`src/sv/cld_pkg.sv`:
```
// Package for the Content-Length message deframer.
// Holds line-scan codes, result kinds, character codes and the key text.
// No dependencies; cld_line_step, the core and the bench import it.
package cld_pkg;

	// key scan status
	localparam logic [1:0] KS_MATCH = 2'd0;
	localparam logic [1:0] KS_VALUE = 2'd1;
	localparam logic [1:0] KS_DEAD  = 2'd2;

	// value scan status
	localparam logic [2:0] VS_LEAD   = 3'd0;
	localparam logic [2:0] VS_SIGN   = 3'd1;
	localparam logic [2:0] VS_DIGITS = 3'd2;
	localparam logic [2:0] VS_TRAIL  = 3'd3;
	localparam logic [2:0] VS_FAIL   = 3'd4;

	// result kinds
	localparam logic [2:0] RK_BODY        = 3'd0;
	localparam logic [2:0] RK_EMPTY       = 3'd1;
	localparam logic [2:0] RK_NO_LENGTH   = 3'd2;
	localparam logic [2:0] RK_TRUNC_HDR   = 3'd3;
	localparam logic [2:0] RK_TRUNC_BODY  = 3'd4;

	// input beat kinds
	localparam logic KIND_DATA = 1'b0;
	localparam logic KIND_END  = 1'b1;

	// character codes
	localparam logic [7:0] CH_LF    = 8'h0A;
	localparam logic [7:0] CH_CR    = 8'h0D;
	localparam logic [7:0] CH_TAB   = 8'h09;
	localparam logic [7:0] CH_VT    = 8'h0B;
	localparam logic [7:0] CH_FF    = 8'h0C;
	localparam logic [7:0] CH_SPACE = 8'h20;
	localparam logic [7:0] CH_PLUS  = 8'h2B;
	localparam logic [7:0] CH_MINUS = 8'h2D;
	localparam logic [7:0] CH_COLON = 8'h3A;
	localparam logic [7:0] CH_ZERO  = 8'h30;
	localparam logic [7:0] CH_NINE  = 8'h39;

	localparam logic [3:0] KEY_LEN = 4'd14;

	// per-line scan state, without the value accumulator
	typedef struct packed {
		logic [3:0] key_pos;
		logic [1:0] key_status;
		logic [2:0] value_status;
		logic       value_negative;
	} line_ctl_t;

	localparam line_ctl_t LINE_CLEAR = '{
		key_pos: 4'd0,
		key_status: KS_MATCH,
		value_status: VS_LEAD,
		value_negative: 1'b0
	};

	// "Content-Length", one character per key position
	function automatic logic [7:0] key_char(input logic [3:0] idx);
		logic [7:0] ch;
		case (idx)
			4'd0:    ch = 8'h43; // C
			4'd1:    ch = 8'h6F; // o
			4'd2:    ch = 8'h6E; // n
			4'd3:    ch = 8'h74; // t
			4'd4:    ch = 8'h65; // e
			4'd5:    ch = 8'h6E; // n
			4'd6:    ch = 8'h74; // t
			4'd7:    ch = 8'h2D; // -
			4'd8:    ch = 8'h4C; // L
			4'd9:    ch = 8'h65; // e
			4'd10:   ch = 8'h6E; // n
			4'd11:   ch = 8'h67; // g
			4'd12:   ch = 8'h74; // t
			4'd13:   ch = 8'h68; // h
			default: ch = 8'h00;
		endcase
		return ch;
	endfunction

endpackage

```
`src/sv/cld_feed_if.sv`:
```
// Input channel of the deframer: one stream byte or end-of-input mark per beat.
// Standalone; no package needed.
interface cld_feed_if;
	logic       valid;
	logic       ready;
	logic       kind;
	logic [7:0] in_byte;

	modport source (output valid, kind, in_byte, input ready);
	modport sink   (input valid, kind, in_byte, output ready);
endinterface

```
`src/sv/cld_result_if.sv`:
```
// Result channel of the deframer: body bytes and status results, one per beat.
// Standalone; no package needed.
interface cld_result_if;
	logic       valid;
	logic       ready;
	logic [2:0] result_kind;
	logic [7:0] out_byte;
	logic       last_of_message;

	modport source (output valid, result_kind, out_byte, last_of_message, input ready);
	modport sink   (input valid, result_kind, out_byte, last_of_message, output ready);
endinterface

```
`src/sv/cld_line_step.sv`:
```
// One character step of the header line scanner: key match and value parse.
// Depends on cld_pkg for codes and the key text.
module cld_line_step #(
	parameter int LENGTH_BITS = 31
) (
	input  cld_pkg::line_ctl_t     cur,
	input  logic [LENGTH_BITS-1:0] acc,
	input  logic [7:0]             ch,
	output cld_pkg::line_ctl_t     nxt,
	output logic [LENGTH_BITS-1:0] acc_nxt
);
	import cld_pkg::*;

	localparam int PW = LENGTH_BITS + 4;

	logic          digit;
	logic          blank;
	logic [PW-1:0] prod;
	logic          over;

	assign digit = (ch >= CH_ZERO) && (ch <= CH_NINE);
	assign blank = (ch == CH_SPACE) || (ch == CH_TAB);
	// acc * 10 + digit as two shifts and adds
	assign prod  = ({4'b0, acc} << 3) + ({4'b0, acc} << 1) + {{LENGTH_BITS{1'b0}}, ch[3:0]};
	assign over  = |prod[PW-1:LENGTH_BITS];

	always_comb begin
		nxt     = cur;
		acc_nxt = acc;
		unique case (cur.key_status)
			KS_MATCH: begin
				if (cur.key_pos >= KEY_LEN) begin
					nxt.key_status = (ch == CH_COLON) ? KS_VALUE : KS_DEAD;
				end else if (ch == key_char(cur.key_pos)) begin
					nxt.key_pos = cur.key_pos + 4'd1;
				end else begin
					nxt.key_status = KS_DEAD;
				end
			end
			KS_VALUE: begin
				unique case (cur.value_status)
					VS_LEAD: begin
						if (blank || ch == CH_VT || ch == CH_FF || ch == CH_CR) begin
							nxt.value_status = VS_LEAD;
						end else if (ch == CH_PLUS) begin
							nxt.value_status = VS_SIGN;
						end else if (ch == CH_MINUS) begin
							nxt.value_negative = 1'b1;
							nxt.value_status   = VS_SIGN;
						end else if (digit) begin
							nxt.value_status = over ? VS_FAIL : VS_DIGITS;
							if (!over) acc_nxt = prod[LENGTH_BITS-1:0];
						end else begin
							nxt.value_status = VS_FAIL;
						end
					end
					VS_SIGN, VS_DIGITS: begin
						if (digit) begin
							nxt.value_status = over ? VS_FAIL : VS_DIGITS;
							if (!over) acc_nxt = prod[LENGTH_BITS-1:0];
						end else if (blank && cur.value_status == VS_DIGITS) begin
							nxt.value_status = VS_TRAIL;
						end else begin
							nxt.value_status = VS_FAIL;
						end
					end
					VS_TRAIL: begin
						if (!blank) nxt.value_status = VS_FAIL;
					end
					default: nxt.value_status = VS_FAIL;
				endcase
			end
			default: begin
				// dead key: ignore the rest of the line
				nxt = cur;
			end
		endcase
	end

endmodule

```
`src/sv/content_length_message_deframer_core.sv`:
```
// Content-Length message deframer, top level.
// Depends on cld_pkg, cld_feed_if, cld_result_if and cld_line_step.
//
// Usage:
//   feed   : valid/ready channel, one beat per stream byte (kind 0) or an
//            end-of-input mark (kind 1).
//   result : valid/ready channel, zero or one beat per feed beat: body bytes
//            with last_of_message on the final one, or a status kind (empty
//            message, missing length, truncated header, truncated body).
// Timing: a feed beat accepted lands in the input register; its result, if any,
//   is then presented from the result register.
// Throughput: one feed beat per cycle while result is not held off. The header scan state is
//   updated in one pass per beat (two chained line-scan steps and a
//   times-ten add), which is the loop that sets that figure.
// Reset: the block starts in the header phase with an empty header; no
//   clearing pass. After an end-of-input mark the block stops and silently
//   drops every further beat until reset.
// Stall: while result is held off, the result register holds its beat, the
//   input register holds the next one, and feed.ready drops once both are
//   full.
module content_length_message_deframer_core #(
	parameter int LENGTH_BITS = 31
) (
	input  logic          clk,
	input  logic          arst_n,
	cld_feed_if.sink      feed,
	cld_result_if.source  result
);
	import cld_pkg::*;

	localparam logic [1:0] PH_HEADER = 2'd0;
	localparam logic [1:0] PH_BODY   = 2'd1;
	localparam logic [1:0] PH_STOP   = 2'd2;

	// input register
	logic       valid_s1;
	logic       kind_s1;
	logic [7:0] byte_s1;

	// result register
	logic       out_valid_q;
	logic [2:0] out_kind_q;
	logic [7:0] out_byte_q;
	logic       out_last_q;

	// deframer state
	logic [1:0]             phase_q;
	logic [1:0]             delim_q;
	logic                   has_bytes_q;
	logic                   pend_cr_q;
	line_ctl_t              line_q;
	logic [LENGTH_BITS-1:0] acc_q;
	logic                   len_valid_q;
	logic [LENGTH_BITS-1:0] len_found_q;
	logic [LENGTH_BITS-1:0] remain_q;

	// next state
	logic [1:0]             phase_d;
	logic [1:0]             delim_d;
	logic                   has_bytes_d;
	logic                   pend_cr_d;
	line_ctl_t              line_d;
	logic [LENGTH_BITS-1:0] acc_d;
	logic                   len_valid_d;
	logic [LENGTH_BITS-1:0] len_found_d;
	logic [LENGTH_BITS-1:0] remain_d;
	logic                   emit;
	logic [2:0]             emit_kind;
	logic                   emit_last;

	// line-scan chain: a held CR first, then the current byte
	line_ctl_t              line_cr;
	logic [LENGTH_BITS-1:0] acc_cr;
	line_ctl_t              line_mid;
	logic [LENGTH_BITS-1:0] acc_mid;
	line_ctl_t              line_ch;
	logic [LENGTH_BITS-1:0] acc_ch;

	logic                   advance;
	logic                   work;
	logic                   line_ok;
	logic                   done;
	logic [LENGTH_BITS-1:0] remain_dec;

	// the result register frees up when empty or when its beat is taken
	assign advance      = !out_valid_q || result.ready;
	assign work         = valid_s1 && advance;
	assign feed.ready   = !valid_s1 || advance;

	assign result.valid           = out_valid_q;
	assign result.result_kind     = out_kind_q;
	assign result.out_byte        = out_byte_q;
	assign result.last_of_message = out_last_q;

	cld_line_step #(.LENGTH_BITS(LENGTH_BITS)) u_step_cr (
		.cur     (line_q),
		.acc     (acc_q),
		.ch      (CH_CR),
		.nxt     (line_cr),
		.acc_nxt (acc_cr)
	);

	assign line_mid = pend_cr_q ? line_cr : line_q;
	assign acc_mid  = pend_cr_q ? acc_cr  : acc_q;

	cld_line_step #(.LENGTH_BITS(LENGTH_BITS)) u_step_ch (
		.cur     (line_mid),
		.acc     (acc_mid),
		.ch      (byte_s1),
		.nxt     (line_ch),
		.acc_nxt (acc_ch)
	);

	// a finished line carries a usable length
	assign line_ok = (line_q.key_status == KS_VALUE) &&
		((line_q.value_status == VS_DIGITS) || (line_q.value_status == VS_TRAIL)) &&
		!(line_q.value_negative && (acc_q != '0));

	// LF closes the header after an empty line
	assign done = (!pend_cr_q && (delim_q != 2'd0)) || (pend_cr_q && (delim_q == 2'd1));

	assign remain_dec = (remain_q == '0) ? '0 : remain_q - {{(LENGTH_BITS-1){1'b0}}, 1'b1};

	always_comb begin
		phase_d     = phase_q;
		delim_d     = delim_q;
		has_bytes_d = has_bytes_q;
		pend_cr_d   = pend_cr_q;
		line_d      = line_q;
		acc_d       = acc_q;
		len_valid_d = len_valid_q;
		len_found_d = len_found_q;
		remain_d    = remain_q;
		emit        = 1'b0;
		emit_kind   = RK_BODY;
		emit_last   = 1'b0;

		if (phase_q == PH_HEADER || phase_q == PH_BODY) begin
			if (kind_s1 == KIND_END) begin
				// end of input: report truncation if a message is under way, and stop for good
				phase_d   = PH_STOP;
				if (phase_q == PH_BODY) begin
					emit      = 1'b1;
					emit_kind = RK_TRUNC_BODY;
				end else if (has_bytes_q) begin
					emit      = 1'b1;
					emit_kind = RK_TRUNC_HDR;
				end
			end else if (phase_q == PH_BODY) begin
				// pass the body byte through, mark the last one
				remain_d  = remain_dec;
				emit      = 1'b1;
				emit_kind = RK_BODY;
				if (remain_dec == '0) begin
					emit_last = 1'b1;
					phase_d   = PH_HEADER;
				end
			end else begin
				has_bytes_d = 1'b1;
				if (byte_s1 == CH_LF) begin
					// close the line, keep its length if it parsed
					if (line_ok) begin
						len_valid_d = 1'b1;
						len_found_d = acc_q;
					end
					line_d = LINE_CLEAR;
					acc_d  = '0;
					if (!done) begin
						delim_d   = pend_cr_q ? 2'd1 : 2'd2;
						pend_cr_d = 1'b0;
					end else begin
						// header complete: start over on the header state
						delim_d     = 2'd0;
						has_bytes_d = 1'b0;
						pend_cr_d   = 1'b0;
						len_valid_d = 1'b0;
						len_found_d = '0;
						if (!(line_ok || len_valid_q)) begin
							emit      = 1'b1;
							emit_kind = RK_NO_LENGTH;
						end else if ((line_ok ? acc_q : len_found_q) == '0) begin
							emit      = 1'b1;
							emit_kind = RK_EMPTY;
						end else begin
							phase_d  = PH_BODY;
							remain_d = line_ok ? acc_q : len_found_q;
						end
					end
				end else if (byte_s1 == CH_CR) begin
					// hold this CR; a held one before it joins the line
					if (pend_cr_q) begin
						line_d  = line_cr;
						acc_d   = acc_cr;
						delim_d = 2'd0;
					end
					pend_cr_d = 1'b1;
				end else begin
					line_d    = line_ch;
					acc_d     = acc_ch;
					pend_cr_d = 1'b0;
					delim_d   = 2'd0;
				end
			end
		end
	end

	// input register
	always_ff @(posedge clk or negedge arst_n) begin
		if (!arst_n) begin
			valid_s1 <= 1'b0;
		end else if (feed.ready) begin
			valid_s1 <= feed.valid;
		end
	end

	always_ff @(posedge clk) begin
		if (feed.ready && feed.valid) begin
			kind_s1 <= feed.kind;
			byte_s1 <= feed.in_byte;
		end
	end

	// result register
	always_ff @(posedge clk or negedge arst_n) begin
		if (!arst_n) begin
			out_valid_q <= 1'b0;
		end else if (advance) begin
			out_valid_q <= work && emit;
		end
	end

	always_ff @(posedge clk) begin
		if (work && emit) begin
			out_kind_q <= emit_kind;
			out_byte_q <= (emit_kind == RK_BODY) ? byte_s1 : 8'h00;
			out_last_q <= emit_last;
		end
	end

	// deframer state, advanced once per processed beat
	always_ff @(posedge clk or negedge arst_n) begin
		if (!arst_n) begin
			phase_q     <= PH_HEADER;
			delim_q     <= 2'd0;
			has_bytes_q <= 1'b0;
			pend_cr_q   <= 1'b0;
			line_q      <= LINE_CLEAR;
			acc_q       <= '0;
			len_valid_q <= 1'b0;
			len_found_q <= '0;
			remain_q    <= '0;
		end else if (work) begin
			phase_q     <= phase_d;
			delim_q     <= delim_d;
			has_bytes_q <= has_bytes_d;
			pend_cr_q   <= pend_cr_d;
			line_q      <= line_d;
			acc_q       <= acc_d;
			len_valid_q <= len_valid_d;
			len_found_q <= len_found_d;
			remain_q    <= remain_d;
		end
	end

	// a body phase always has bytes left to pass
	a_body_remaining: assert property (@(posedge clk) disable iff (!arst_n)
		(phase_q == PH_BODY) |-> (remain_q != '0))
		else $error("body phase with no bytes remaining");

	// once stopped, no new result appears
	a_stop_silent: assert property (@(posedge clk) disable iff (!arst_n)
		(phase_q == PH_STOP && !out_valid_q) |=> !out_valid_q)
		else $error("result produced after end of input");

	// the last mark only travels on body bytes
	a_last_on_body: assert property (@(posedge clk) disable iff (!arst_n)
		(out_valid_q && out_last_q) |-> (out_kind_q == RK_BODY))
		else $error("last mark on a status result");

	// key matching never runs past the key text
	a_key_bound: assert property (@(posedge clk) disable iff (!arst_n)
		work |=> (line_q.key_pos <= KEY_LEN))
		else $error("key position beyond key length");

endmodule

```
`src/flat_wrapper.sv`:
```
// flat-port wrapper written by rule: the top's interface ports become plain ports
module content_length_message_deframer_core_flat import cld_pkg::*;
#(
	parameter int LENGTH_BITS = 31
)
  (clk, arst_n, feed_valid, feed_kind, feed_in_byte, feed_ready, result_valid, result_result_kind, result_out_byte, result_last_of_message, result_ready);
  cld_feed_if feed_i ();
  cld_result_if result_i ();
  input  logic clk;
  input  logic arst_n;
  input wire logic [$bits(feed_i.valid)-1:0] feed_valid;
  input wire logic [$bits(feed_i.kind)-1:0] feed_kind;
  input wire logic [$bits(feed_i.in_byte)-1:0] feed_in_byte;
  output wire logic [$bits(feed_i.ready)-1:0] feed_ready;
  output wire logic [$bits(result_i.valid)-1:0] result_valid;
  output wire logic [$bits(result_i.result_kind)-1:0] result_result_kind;
  output wire logic [$bits(result_i.out_byte)-1:0] result_out_byte;
  output wire logic [$bits(result_i.last_of_message)-1:0] result_last_of_message;
  input wire logic [$bits(result_i.ready)-1:0] result_ready;
  assign feed_i.valid = feed_valid;
  assign feed_i.kind = feed_kind;
  assign feed_i.in_byte = feed_in_byte;
  assign feed_ready = feed_i.ready;
  assign result_valid = result_i.valid;
  assign result_result_kind = result_i.result_kind;
  assign result_out_byte = result_i.out_byte;
  assign result_last_of_message = result_i.last_of_message;
  assign result_i.ready = result_ready;
  content_length_message_deframer_core #(.LENGTH_BITS(LENGTH_BITS)) u_core (.clk(clk), .arst_n(arst_n), .feed(feed_i), .result(result_i));
endmodule
```
`config.mk`:
```
export PLATFORM = sky130hd
export DESIGN_NAME = content_length_message_deframer_core_flat
export DESIGN_NICKNAME = d
export VERILOG_FILES = /design/src/sv/cld_pkg.sv /design/src/sv/cld_feed_if.sv /design/src/sv/cld_result_if.sv /design/src/sv/cld_line_step.sv /design/src/sv/content_length_message_deframer_core.sv /design/src/flat_wrapper.sv
export SDC_FILE = /design/constraint.sdc
export NUM_CORES = 1
export LEC_CHECK = 0
export ABC_AREA = 1
export BUFFER_PORTS_ARGS = -buffer_cell sky130_fd_sc_hd__buf_2
export CAP_MARGIN = 25
export CORE_MARGIN = 1.5
export CORE_UTILIZATION = 54
export CTS_BUF_LIST = sky130_fd_sc_hd__clkbuf_16
export DETAILED_ROUTE_END_ITERATION = 7
export HOLD_SLACK_MARGIN = 0.05
export PLACE_DENSITY = 0.84
export SYNTH_ARGS = -nofsm -noshare
export SYNTH_HDL_FRONTEND = slang
export SYNTH_HIERARCHICAL = 1
export SYNTH_SLANG_ARGS = --single-unit
export TNS_END_PERCENT = 30
```
`constraint.sdc`:
```
create_clock -name clk -period 4.55 [get_ports clk]
set_input_delay 0.91 -clock clk [delete_from_list [all_inputs] [get_ports clk]]
set_output_delay 0.91 -clock clk [all_outputs]
set_load 0.01 [all_outputs]
```
==> results.md <==
- Die W: around 180 um
- MaxCap Viol Count: 0
- Residual DRC: 0
- Setup ws final: roughly 0.12 ns
- CTS Root Cell: clkbuf_16
- Fill count: 2699
- Pre-CTS setup slack: -0.1007 ns
- Synth top area cells: nand2_1 21%, dfrtp_1 17%, ha_1 10%
- Fin crit share: 97.45%
- Worst R2R Setup Slack: 0.12 ns
- Post-Syn Instances: about 2700
- Vias in the first global route: 16540
- Rows: 64
- CP Launch Type: flop
- Leak Pwr: 10.37 nW
- Synth Cell Area: 16610 sq um
- Clock Sink Count: 133
- Initial drt markers: 2380
- Comb power frac: 7.5%
- EDFF count, synth: 21
- Critical path peak fanout: 7
- Worst path arrival time: 4.78 ns
- Drt first pass iters: 6
- Worst-path cell with the longest stage delay: dfrtp_1
- Boundary Pins: 27
- Worst slew margin: 31.66%
- Antenna violations before repair: 0
- Pwr dens: 152.5 nW/um^2
- Synth Register Bits: 133
- NetSw: between 0.7 and 0.8 mW
- Clk Latency, worst-skew pair: 0.44 ns
- Pin count of the biggest net entering global routing: 54
- Max-slew violations: 0
- ANT nets after route: 0
- TNS Setup: 0 ns
- Via count: between 15000 and 20000
- Top_reg_cell synth: dfrtp_1
- CTS tree: built
- Pint: 2.149 mW
- Async set-or-reset flop fraction in the synthesized netlist: 84.21%
- Dpl hpwl: between 30000 and 40000 um
- Fin crit period: 4.434 ns
- HP Class: in2async
- Die ar.: 31820 sq um
- Fin. Hold Viols: 0
- Starting density of the core: 54.58%
- RSZ-0062 raised after global routing: true
- Nets: 2973
- Grt met2 use: ~50%
- Peak supply drop: around 0.27 mV
- Gr ovfl total: 0
- Post-DR vias/cell: 5.758
- DR WL/cell: 16.58 um
- Core ar.: 30430 sq um
- # hold bufs at CTS: 0
- CTS H-tree depth: 4
- Sequential area share after synthesis: 20.67%
- Final-report setup violation count: 0
- Worst Skew: 0.01446 ns
- Die Y-Extent: around 180 um
- IO Port Bufs: 26
- Largest area contributor in the netlist: nand2_1
- Finished Core Util: 62.49%
- Switch share: 25.86%
- Worst-case clock buffer depth: 2
- Synth-to-Final Area Change: 14.50%
- Outcome: finished clean
- Clock power frac: 50.4%
- Syn avg cell area: 6.063 sq um
- CP max stage delay: 0.43 ns
- Clock transition at path regs: 0.07 ns
- Max Freq: between 0.2 and 0.25 GHz
- Setup CP Type: reg2reg
- Num CTS Buffers: 17
- Total wire length: 53580 um
- First-pass GRT wire length: 83480 um
- Yosys top cell area share: approximately a fifth
- GRT Total Usage: 32.68%
- Critical Path RT: 4.90 ns
- Post-synth cell types: between 60 and 70
- Global Route met1 Usage: 45.25%
- Busiest grt layer: met2
- Seq pwr share: between 40 and 50%
- Share of layout cells above drive strength 1: 14.17%
- Worst Tran Pin Value: 1.024 ns
- Gp weighted congestion: 1.005
- Worst setup EP type: flop
- CP most frequent cell: nand2_1
- Inserted Diodes: 0
- GR Layer Usage met3: 4.327%
- Syn. warnings: 6
-- state kept, by name, indices dropped and copies added, names as in the netlist, 2 cells and up --
register and cells:
u_core/result.out_byte 8, u_core/acc_q 31, u_core/remain_q 31, u_core/delim_q 2, u_core/byte_s1 8, u_core/line_q 10
u_core/len_found_q 31, u_core/result.result_kind 3, u_core/phase_q 2
-- final timing paths --
check	start	end	cells past startpoint
worst max-delay path	u_core/line_q[1]	u_core/acc_q[21]	32
worst min-delay path	arst_n	u_core/remain_q[13]	1
worst max register to register	u_core/line_q[1]	u_core/acc_q[21]	32
worst min register to register	u_core/remain_q[30]	u_core/remain_q[30]	2
max in group asynchronous	arst_n	u_core/pend_cr_q	2
min in group clk	u_core/remain_q[30]	u_core/remain_q[30]	2
-- cells by family (layout without fill, tap and decap cells) --
kind of cell	after synthesis	after routing	share of synthesized area, %
other	2	34	0.04522
and+or+nand+nor	1583	1583	40.09
adders and majority gates	137	137	10.50
xor gates and xnor gates	64	64	3.375
AOI/OAI and AO/OA	390	390	14.69
DFF	133	133	20.67
buffers and inverters	430	495	10.62
-- power groups by stage --
| stage | sequential (mW) | clock (mW) | combinational (mW) |
|---|---|---|---|
| 2_1_floorplan | 1.24 | 0 | 0.128 |
| 3_3_place_gp | 1.24 | 0 | 0.194 |
| 3_5_place_dp | 1.24 | 0 | 0.197 |
| 4_1_cts | 1.22 | 1.46 | 0.198 |
| 5_1_grt | 1.22 | 1.52 | 0.237 |
| 6_report | 1.22 | 1.46 | 0.216 |
-- stage by stage --
step | cell area (sq um) | hold slack, ns | instances | power, mW
CTS | 18100 | 0.4771 | 3211 | 2.883
detailed placement | 17430 | 0.4656 | 3174 | 1.442
global route | 19020 | 0.5015 | 3232 | 2.978
finish | 19020 | 0.4575 | 3232 | 2.899
global placement | 17430 | 0.4548 | 3174 | 1.439
floorplan | 16730 | 0.4419 | 2771 | 1.371
-- metal layers --
layer | vias up | share of wire (%) | wire [um]
met5 | - | 0 | 0
met4 | 0 | 3.7 | 1999
met3 | 141 | 8.6 | 4616
met2 | 942 | 45 | 24310
met1 | 8494 | 42 | 22660
li1 | 9034 | - | -
-- synthesized netlist by cell type (17+ instances only) --
cell / number
edfxtp_1: 21
nand3_1: 216
o22ai_1: 35
o32ai_1: 41
nand4_1: 27
a21oi_1: 74
inv_1: 326
dfrtp_1: 112
nor2_1: 298
clkbuf_1: 52
nor3_1: 24
o21ai_0: 134
o21ai_1: 17
nand2_1: 920
nand2_2: 42
o21ai_2: 33
xor2_1: 37
ha_1: 133
xnor2_1: 27
-- layout make-up --
cell class              instances  area (sq um)  area share [%]
inverters                     343          1295           6.810
repair inverters                1         7.507         0.03948
multi-input cells            2208         12260           64.47
flip-flops and latches        133          3436           18.07
well taps                     396         495.5           2.606
repair buffers                119         919.6           4.836
clock buffers                  17         425.4           2.237
clock inverters                15         177.7          0.9343
-- worst max-delay path: cells and delay by family (launching register included) --
kind | cells | cell delay, ns
compound gates | 4 | 0.71
fa+ha+maj | 2 | 0.60
buf+inv | 6 | 0.83
flops | 1 | 0.43
simple gates | 20 | 1.76
-- cells in the final DEF, fill, tap and decap left out, types with 18 or more instances in the layout --
| cell type | Yosys | final |
|---|---|---|
| buf_4 | 2 | 84 |
| clkbuf_16 | 0 | 19 |
| xor2_1 | 37 | 37 |
| a21oi_1 | 74 | 61 |
| o21ai_0 | 134 | 102 |
| nand2_1 | 920 | 905 |
| o21ai_2 | 33 | 59 |
| o32ai_1 | 41 | 28 |
| nor2_1 | 298 | 285 |
| conb_1 | 2 | 34 |
| nand2_2 | 42 | 53 |
| ha_4 | 0 | 26 |
| nand3_1 | 216 | 213 |
| o21ai_1 | 17 | 22 |
| edfxtp_1 | 21 | 21 |
| nor3_1 | 24 | 21 |
| nand4_1 | 27 | 27 |
| inv_2 | 15 | 20 |
| inv_1 | 326 | 321 |
| buf_2 | 13 | 25 |
| o22ai_1 | 35 | 35 |
| xnor2_1 | 27 | 27 |
| dfrtp_1 | 112 | 110 |
| ha_1 | 133 | 105 |
| nor2_2 | 7 | 18 |
-- timing repair --
item / CTS / global route
cloned: 1 / 3
pin swaps: 1 / 26
endpoints found under the setup margin: 34 / 38
gates resized for setup: 13 / 162
setup buffers: 4 / 18
No activity file was read; power rests on OpenSTA's default activity.
